## src/insertion_sorter_assert.svh

```systemverilog
// Assertion macros shared by the insertion sorter RTL.
`ifndef INSERTION_SORTER_ASSERT_SVH
`define INSERTION_SORTER_ASSERT_SVH

`ifndef SYNTHESIS

// Check prop at every rising clk edge outside reset.
`define INSORT_ASSERT(label, clk, rst, prop) \
  label: assert property (@(posedge clk) disable iff (rst) prop) \
    else $error("insertion sorter check failed");

// Check prop at every rising clk edge, reset included.
`define INSORT_ASSERT_ALWAYS(label, clk, prop) \
  label: assert property (@(posedge clk) prop) \
    else $error("insertion sorter check failed");

`else

`define INSORT_ASSERT(label, clk, rst, prop)
`define INSORT_ASSERT_ALWAYS(label, clk, prop)

`endif

`endif

```

## src/insort_pkg.sv

```systemverilog
// Types and constants of the insertion sorter.
package insort_pkg;

  localparam int DATA_W = 32;

  typedef logic signed [DATA_W-1:0] data_t;

  // Broadcast to every cell of the chain.
  typedef struct packed {
    logic  ins;    // insert value into the chain
    logic  pop;    // shift the chain down by one place
    data_t value;  // value being inserted
  } cell_ctl_t;

  typedef enum logic [1:0] {
    ST_FILL  = 2'b01,
    ST_DRAIN = 2'b10
  } state_t;

endpackage

```

## src/insertion_sorter.sv

```systemverilog
// Insertion sorter top level: cell chain, control and output register.
// An item is inserted in the cycle it transfers, unless the chain is full; one item per cycle while filling.
// After the item marked last, the state register moves to drain and the stored entries then
// leave one per cycle while the output is not stalled, each loaded into the output register;
// input is held off until the final pop.
// Reset: synchronous, clears all cell valid bits, the sticky overflow flag and the output valid bit.
module insertion_sorter
  import insort_pkg::*;
#(
  parameter int DEPTH = 16
) (
  input  logic        clk,
  input  logic        rst,
  input  logic        valid,
  output logic        ready,
  input  data_t       value,
  input  logic        last,
  output logic        sorted_valid,
  input  logic        sorted_ready,
  output data_t       sorted_value,
  output logic        last_out,
  output logic        overflow
);

`include "insertion_sorter_assert.svh"

  state_t      state;
  state_t      state_next;
  logic        dropped;
  cell_ctl_t   ctl;
  logic        accept;
  logic        pop;
  logic        full;

  data_t       cell_value [DEPTH];
  logic [DEPTH-1:0] cell_valid;
  logic [DEPTH-1:0] cell_ge;

  // Accept input only while filling; a full chain drops the value.
  assign ready  = (state == ST_FILL);
  assign accept = valid && ready;
  assign full   = cell_valid[DEPTH-1];

  // In drain, pop cell 0 whenever the output register is free or being drained.
  assign pop = (state == ST_DRAIN) && (!sorted_valid || sorted_ready);

  assign ctl.ins   = accept && !full;
  assign ctl.pop   = pop;
  assign ctl.value = value;

  // Chain of cells: each takes its left neighbor or the new value on insert, its right on pop.
  for (genvar i = 0; i < DEPTH; i++) begin : g_cell
    data_t l_value;
    logic  l_valid;
    logic  l_ge;
    data_t r_value;
    logic  r_valid;

    if (i == 0) begin : g_first
      assign l_value = value;
      assign l_valid = 1'b1;
      assign l_ge    = 1'b0;
    end else begin : g_mid
      assign l_value = cell_value[i-1];
      assign l_valid = cell_valid[i-1];
      assign l_ge    = cell_ge[i-1];
    end

    if (i == DEPTH - 1) begin : g_top
      assign r_value = '0;
      assign r_valid = 1'b0;
    end else begin : g_below
      assign r_value = cell_value[i+1];
      assign r_valid = cell_valid[i+1];
    end

    insort_cell u_cell (
      .clk         (clk),
      .rst         (rst),
      .ctl         (ctl),
      .left_value  (l_value),
      .left_valid  (l_valid),
      .left_ge     (l_ge),
      .right_value (r_value),
      .right_valid (r_valid),
      .value       (cell_value[i]),
      .valid       (cell_valid[i]),
      .ge          (cell_ge[i])
    );
  end

  // Advance to drain on the last transfer; return to fill on the final pop.
  always_comb begin
    state_next = state;
    unique case (state)
      ST_FILL: begin
        if (accept && last) state_next = ST_DRAIN;
      end
      ST_DRAIN: begin
        if (pop && !cell_valid[1]) state_next = ST_FILL;
      end
      default: state_next = ST_FILL;
    endcase
  end

  always_ff @(posedge clk) begin
    if (rst) begin
      state <= ST_FILL;
    end else begin
      state <= state_next;
    end
  end

  // Sticky overflow: set on a dropped value, clear with the final pop.
  always_ff @(posedge clk) begin
    if (rst) begin
      dropped <= 1'b0;
    end else if (pop && !cell_valid[1]) begin
      dropped <= 1'b0;
    end else if (accept && full) begin
      dropped <= 1'b1;
    end
  end

  // Output register: hold while stalled, load on each pop.
  always_ff @(posedge clk) begin
    if (rst) begin
      sorted_valid <= 1'b0;
    end else if (pop) begin
      sorted_valid <= 1'b1;
    end else if (sorted_ready) begin
      sorted_valid <= 1'b0;
    end
  end

  always_ff @(posedge clk) begin
    if (pop) begin
      sorted_value <= cell_value[0];
      last_out     <= !cell_valid[1];
      overflow     <= dropped;
    end
  end

  // Drain never runs on an empty chain.
  `INSORT_ASSERT(a_drain_nonempty, clk, rst, (state == ST_DRAIN) |-> cell_valid[0])
  // The final pop empties the chain and clears the overflow flag.
  `INSORT_ASSERT(a_final_pop_empties, clk, rst, (pop && !cell_valid[1]) |=> !cell_valid[0])
  `INSORT_ASSERT(a_final_pop_clears, clk, rst, (pop && !cell_valid[1]) |=> !dropped)
  // A waiting result stays valid and holds its value until it transfers.
  `INSORT_ASSERT(a_hold_valid, clk, rst, (sorted_valid && !sorted_ready) |=> sorted_valid)
  `INSORT_ASSERT(a_hold_value, clk, rst, (sorted_valid && !sorted_ready) |=> $stable(sorted_value))

endmodule

```

## src/insort_cell.sv

```systemverilog
// One cell of the insertion chain: holds one sorted entry.
module insort_cell
  import insort_pkg::*;
(
  input  logic      clk,
  input  logic      rst,
  input  cell_ctl_t ctl,
  input  data_t     left_value,
  input  logic      left_valid,
  input  logic      left_ge,
  input  data_t     right_value,
  input  logic      right_valid,
  output data_t     value,
  output logic      valid,
  output logic      ge
);

  // Empty cells, and entries strictly greater than the new value, move up.
  assign ge = !valid || (value > ctl.value);

  always_ff @(posedge clk) begin
    if (ctl.pop) begin
      value <= right_value;
    end else if (ctl.ins && ge) begin
      value <= left_ge ? left_value : ctl.value;
    end
  end

  always_ff @(posedge clk) begin
    if (rst) begin
      valid <= 1'b0;
    end else if (ctl.pop) begin
      valid <= right_valid;
    end else if (ctl.ins) begin
      valid <= valid | left_valid;
    end
  end

endmodule
```

## config.mk

```make
export PLATFORM = sky130hd
export DESIGN_NAME = insertion_sorter
export DESIGN_NICKNAME = d
export VERILOG_FILES = /design/src/insort_pkg.sv /design/src/insertion_sorter.sv /design/src/insort_cell.sv
export VERILOG_INCLUDE_DIRS = /design/src /design/src/src
export SDC_FILE = /design/constraint.sdc
export NUM_CORES = 2
export LEC_CHECK = 0
export ABC_AREA = 1
export BUFFER_PORTS_ARGS = -buffer_cell sky130_fd_sc_hd__buf_2
export CAP_MARGIN = 30
export CORE_UTILIZATION = 59
export CTS_CLUSTER_SIZE = 24
export DETAILED_ROUTE_END_ITERATION = 8
export GPL_TIMING_DRIVEN = 0
export HOLD_SLACK_MARGIN = 0.12
export PLACE_DENSITY = 0.88
export SYNTH_ARGS = -nofsm -noshare
export SYNTH_HDL_FRONTEND = slang
export SYNTH_SLANG_ARGS = --single-unit
```

## constraint.sdc

```tcl
create_clock -name clk -period 4 [get_ports clk]
set_input_delay 0 -clock clk [delete_from_list [all_inputs] [get_ports clk]]
set_output_delay 0 -clock clk [all_outputs]
set_load 0.01 [all_outputs]
```

## After elaboration in Yosys (flattened, before gate mapping)

Cells that the tools add are included.

| storage, ports and cells | value |
|---|---|
| input port bits | 37 |
| word-level logic and storage cells | 229 |
| register bits | 566 |
| output and inout bits | 36 |

| operators by class | value |
|---|---|
| multiplexer cells | 80 |
| bitwise logic cells | 15 |
| eq/ne operators | 4 |
| reductions and logical operators | 76 |
| magnitude comparators | 16 |

Operators with widths:

| kind | number |
|---|---|
| $mux W32 | 45 |
| $gt A32 B32 Y1 | 16 |
| $reduce_bool A2 Y1 | 17 |
| $mux W1 | 32 |
| $logic_and A1 B1 Y1 | 22 |
| $logic_not A1 Y1 | 17 |
| $logic_or A1 B1 Y1 | 17 |
| $or A1 B1 Y1 | 15 |
| $mux W2 | 2 |
| $ne A2 B1 Y1 const B | 2 |
| $pmux W2 S2 | 1 |
| $reduce_or A2 Y1 | 2 |
| $eq A2 B1 Y1 const B | 1 |
| $eq A2 B2 Y1 const B | 1 |
| $reduce_and A2 Y1 | 1 |

## Longest topological paths before layout

| logic depth | value |
|---|---|
| word-level depth | 6 |
| depth in mapped cells | 21 |
| mapped depth without buffers | 20 |

## Hierarchy

Synthesis repeated with hierarchy kept, for this count alone.

| second synthesis, totals | value |
|---|---|
| cell total of the unflattened synthesis | 4806 |
| area total of the unflattened synthesis | 42343.1 µm² |

By module, submodules not included:

| module | instances | area each (µm²) | sequential area each (µm²) | cells each |
|---|---|---|---|---|
| insort_cell | 16 | 2568.7 | 980.9 | 296 |
| insertion_sorter | 1 | 1243.7 | 1101.1 | 70 |

## Worst setup path before layout

OpenSTA, ideal clock, no wires.

| timing path | value |
|---|---|
| kind | in2reg |
| from | input value[31] |
| to | register g_cell[11].u_cell.value[0], enable pin |
| arrival time | 3699 ps |
| setup time | 441 ps |
| slack | -140 ps |
| stages | 15 |
| path through | clkinv_1 > clkbuf_1 > ha_1 > nand2_1 > nor2_1 > nand2_1 > inv_2 > nand2_1 > inv_1 > a21oi_1 > nand3_1 > nand2_1 > nand3_4 > buf_4 > a31oi_1 |

| on the way | value |
|---|---|
| longest elaborated chain between the ends | 4 |

RTL lines:

| element | RTL line | source |
|---|---|---|
| start, declared | insertion_sorter.sv:16 | `input data_t value,` |
| $gt A32 B32 Y1 | insort_cell.sv:19 | `assign ge = !valid \|\| (value > ctl.value);` |
| $logic_or A1 B1 Y1 | insort_cell.sv:19 |  |
| $logic_and A1 B1 Y1 | insort_cell.sv:24 | `end else if (ctl.ins && ge) begin` |
| $reduce_bool A2 Y1 (no line) | n/a |  |
| end signal, assigned | insort_cell.sv:23 | `value <= right_value;` |
| end signal, assigned | insort_cell.sv:25 | `value <= left_ge ? left_value : ctl.value;` |
| end, declared | insort_cell.sv:13 | `output data_t value,` |

No other way between the ends.
A chain may end at the register's enable or synchronous reset.

## Worst setup path after layout

| timing path | value |
|---|---|
| from | input value[29] |
| to | register g_cell[2].u_cell.value[9], enable pin |

| on the way | value |
|---|---|
| longest elaborated chain between the ends | 4 |

RTL lines:

| element | RTL line |
|---|---|
| $gt A32 B32 Y1 | insort_cell.sv:19 |
| $logic_or A1 B1 Y1 | insort_cell.sv:19 |
| $logic_and A1 B1 Y1 | insort_cell.sv:24 |
| $reduce_bool A2 Y1 (no line) | n/a |
| end signal, assigned | insort_cell.sv:23 |
| end signal, assigned | insort_cell.sv:25 |
| end, declared | insort_cell.sv:13 |

No other way between the ends.

==> impl_metrics.toml <==
[drt]
ratio_of_routed_vias_to_standard_cells = 6.32
dr.pass1.iters = 9
routed_wire_length_per_instance_um = 23.1
dr_total_vias = 42900
total_routed_wirelength_um = 157000
ant_nets = 0
post-route-drc-count = 0
drtIter0Drc = 6864

[global_routing]
grt_max_degree = 44
grtUsageTotal = 0.418
via_count_of_the_first_global_routing_pass = 39300
grt-ovfl-total = 0
antenna_found_initial = 3
wire_length_of_the_first_global_routing_pass_um = 231000

[timing]
unrepaired_setup_endpoints_after_global_routing = "no"
finalHoldViolations = 0
drv_slew = 0
max_freq_ghz = 0.246
final_critical_delay_including_setup_and_external_delays_ns = 4.06
max_slew_margin = 0.249
worst_case_clock_skew_ns = 0.0318
totalNegativeSetupSlack_ns = -1.22
worst-slew-pin-transition_ns = 1.13
timing.final.ws_setup_ns = -0.0612
final_min_period_over_clock_period = 1.02
report.final.setup_viol = 25

[die]
fp-row-count = 97
chipHeight_um = 270
horizontal_die_dimension_um = 270
io_pins = 73
placeableCoreArea_um2 = 70500
die_area_um2 = 72900
start_util = 0.601

[worst_setup_path]
critical_path.endpoint_type = "register"
regToRegStartpoint = "state[1]"
cpMaxStageDelayCell = "dlygate4sd3_1"
crit_path_start = "value[29]"
r2r_setup_slack_ns = 0.10
timing.reg2reg.worst_path_depth = 10
crit_buf_inv = 6
path_cells = "dlygate4sd3_1, buf_2, clkinv_1, buf_4, ha_1, nand2_1, nor2_1, nand2_1, nor2_2, nand2_1, nand2_1, nand2_1, nand2_1, nand2_2, buf_2, a31oi_4, buf_12"
start_kind = "input port"
worstPathMaxFanout = 25
path_common_cell = "nand2_1"
worst_path_largest_cell_delay_ns = 0.52
arrival_ns = 4.39
criticalPathCategory = "in -> reg"
r2r-end = "g_cell[5].u_cell.value[3]"
required_ns = 4.33
timing.critical_path.max_delay_family = "buffers and inverters"

[clock_network]
cts_num_sinks = 566
cts_tree = "yes"
htreeDepth = 3
clkSlewWorstSetupHoldPaths_ns = 0.06
cts_made_buffers = 67
cts_root_cell = "clkbuf_16"
skew_pair_late_insertion_delay_ns = 0.63
cts.path.max_buffers = 3

[pwr]
power.density_nw_per_um2 = 390
static_leakage_uw = 0.0232
worst_ir_drop_vdd_mv = 0.301
design_power_total_uw = 18500

[layout]
postLayoutCoreUtil = 0.672
stdcell_count = 6785
fillers = 5670
area_growth_syn_to_layout_pct = 11.9
layout.nets = 6308
post_route_cells_drive_above_1_share = 0.0797

[synthesis]
basic_gate_share_of_the_synthesized_area_counting_and_or_nand_and_nor_cells = 0.329
synthesis.yosys.warnings = 0
post_synth_xor_area_fraction = 0
library_cells_used_by_synthesis = 39
synth_adder_area_share = 0.142
post_synthesis_net_count = 6114
synth_area_um2 = 42400
synth_top_flop_cell = "edfxtp_1"
postSynth.asyncResetShare = 0
synth-seq-area-share = 0.389
portion_of_netlist_area_occupied_by_mux_cells = 0
syn-mean-instance-area_um2 = 7.57
area_fraction_in_compound_gates_after_synthesis = 0.0478
number_of_synthesized_register_bits = 566
synth-edff-count = 514
main_combinational_cell_family_by_area_after_synthesis = "simple AND/OR/NAND/NOR gates"
synthesis.instances = 5597

[worst_hold_path]
hold-path-cell-count = 3
holdCritPathClass = "in -> reg"
holdCritStartpoint = "rst"
min_to = "g_cell[1].u_cell.valid"

[place]
io_buffers = 72
dp.final_hpwl_um = 118000
place_congestion = 1.06
post-place-ws_ns = -0.493
numPlacedInstances = 6644

[run_status]
status = "finished, violations left"
failed_checks = "negative setup slack"

[flow_run]
drv_cap = 0
## routing by layer
metal | GRT usage | part of all wire
met3 | 0.133 | 0.16
met4 | 0.254 | 0.073
met1 | 0.537 | 0.35
met5 | 0.00789 | 0.00048
met2 | 0.611 | 0.41
## flip-flops by register name, summed over array words and instances, names as in the netlist
name,cells
state,2
last_out,1
overflow,1
dropped,1
sorted_valid,1
g_cell.u_cell.valid,16
g_cell.u_cell.value,512
sorted_value,32
## kinds of logic (layout without fill, tap and decap cells)
logic type | Yosys count | count (layout)
simple gates | 3235 | 3235
buf+inv | 938 | 1185
compound gates | 378 | 378
flops | 566 | 566
fa+ha+maj | 480 | 480
other cells | 0 | 1
## per-stage QoR
stage / hold WS (ns) / area (um2)
finish: 0.146 / 47400
global route: 0.143 / 47400
CTS: 0.121 / 47400
detailed placement: 0.241 / 45000
global placement: 0.237 / 44000
floorplan: 0.0780 / 42500
## cell usage in the layout (no fill, tap or decap), types with 6 or more instances in the layout
| cell type | instances |
|---|---|
| clkinvlp_4 | 7 |
| nand3_2 | 24 |
| buf_2 | 134 |
| nor4_2 | 7 |
| dlygate4sd3_1 | 17 |
| clkbuf_2 | 18 |
| nand2_2 | 44 |
| buf_1 | 10 |
| nand3_1 | 979 |
| a21oi_1 | 229 |
| nand2_1 | 1977 |
| clkbuf_8 | 10 |
| a31oi_4 | 15 |
| buf_12 | 16 |
| o21a_1 | 27 |
| clkinv_2 | 9 |
| ha_1 | 480 |
| inv_1 | 603 |
| buf_4 | 48 |
| a31oi_1 | 6 |
| clkinv_1 | 38 |
| a21o_1 | 7 |
| edfxtp_1 | 514 |
| nor2_1 | 139 |
| buf_16 | 20 |
| o21ai_0 | 87 |
| buf_6 | 14 |
| nor3_1 | 10 |
| nand4_1 | 32 |
| clkbuf_1 | 159 |
| dfxtp_1 | 52 |
| clkbuf_16 | 68 |
## synthesized netlist by cell type (2+ instances only)
cell type	number	area share
nor3b_2	2	0.00059
nor3_1	10	0.0012
buf_12	3	0.0014
nand2_2	44	0.0065
o21ai_0	87	0.010
buf_4	48	0.0085
nor3_2	3	0.00071
nand3_2	24	0.0057
nor2_2	4	0.00059
nand3_4	3	0.0012
nor4_2	7	0.0021
nand2_1	1977	0.18
nand2_4	4	0.0011
buf_1	10	0.00089
a221oi_1	3	0.00062
edfxtp_1	514	0.36
a21o_1	7	0.0012
o21a_1	27	0.0048
buf_6	14	0.0037
nand3_1	979	0.12
nor4_1	3	0.00044
buf_2	59	0.0070
dfxtp_1	52	0.025
and3_1	2	0.00030
a21oi_1	229	0.027
clkbuf_1	168	0.015
nor2_1	140	0.012
a31oi_1	21	0.0031
nand4_1	32	0.0047
clkinv_1	31	0.0027
inv_1	603	0.053
ha_1	480	0.14
## report_power, final
part	leakage [uW]	internal [uW]	switching, uW
Clock	0.00107	3620	2690
Sequential	0.00535	7240	633
Combinational	0.0168	1440	2880
## repair_timing
action	in CTS	in global routing
buffers inserted	0	0
setup endpoints to repair	0	219
hold endpoints to repair	29	0
resized for setup	0	11
hold buffers	17	0
## worst max path at each step
stage | slack (ns) | cells past startpoint | end
finish | -0.06 | 17 | g_cell[2].u_cell.value[9]
global placement | -1.90 | 15 | g_cell[2].u_cell.value[4]
global route | 0.01 | 17 | g_cell[2].u_cell.value[0]
CTS | 0.02 | 15 | g_cell[3].u_cell.value[2]
detailed placement | -0.49 | 16 | g_cell[2].u_cell.value[4]
floorplan | 0.57 | 15 | g_cell[11].u_cell.value[0]
## cell type report
| cell class | instances | area [um2] | area share |
|---|---|---|---|
| Multi-Input combinational cell | 4093 | 22200 | 0.468 |
| Sequential cell | 566 | 16500 | 0.348 |
| Inverter | 635 | 2410 | 0.0508 |
| Clock buffer | 89 | 1870 | 0.0395 |
| Buffer | 303 | 1580 | 0.0334 |
| Timing Repair Buffer | 125 | 1390 | 0.0292 |
| Tap cell | 940 | 1180 | 0.0248 |
| Clock inverter | 33 | 314 | 0.00663 |
| Antenna cell | 1 | 2.50 | 0.0000528 |
## worst reg2reg max path, cell delays in order, from the launching register on
cell and delay [ns]:
dfxtp_1 0.30, inv_1 0.06, nand2_1 0.06, inv_1 0.11
nand2_1 0.25, nor2_2 0.69, nor2_1 0.32, buf_2 0.30
clkbuf_2 0.51, a31oi_4 0.73, buf_16 0.25
Note: power is estimated with default switching activity, not from simulation.
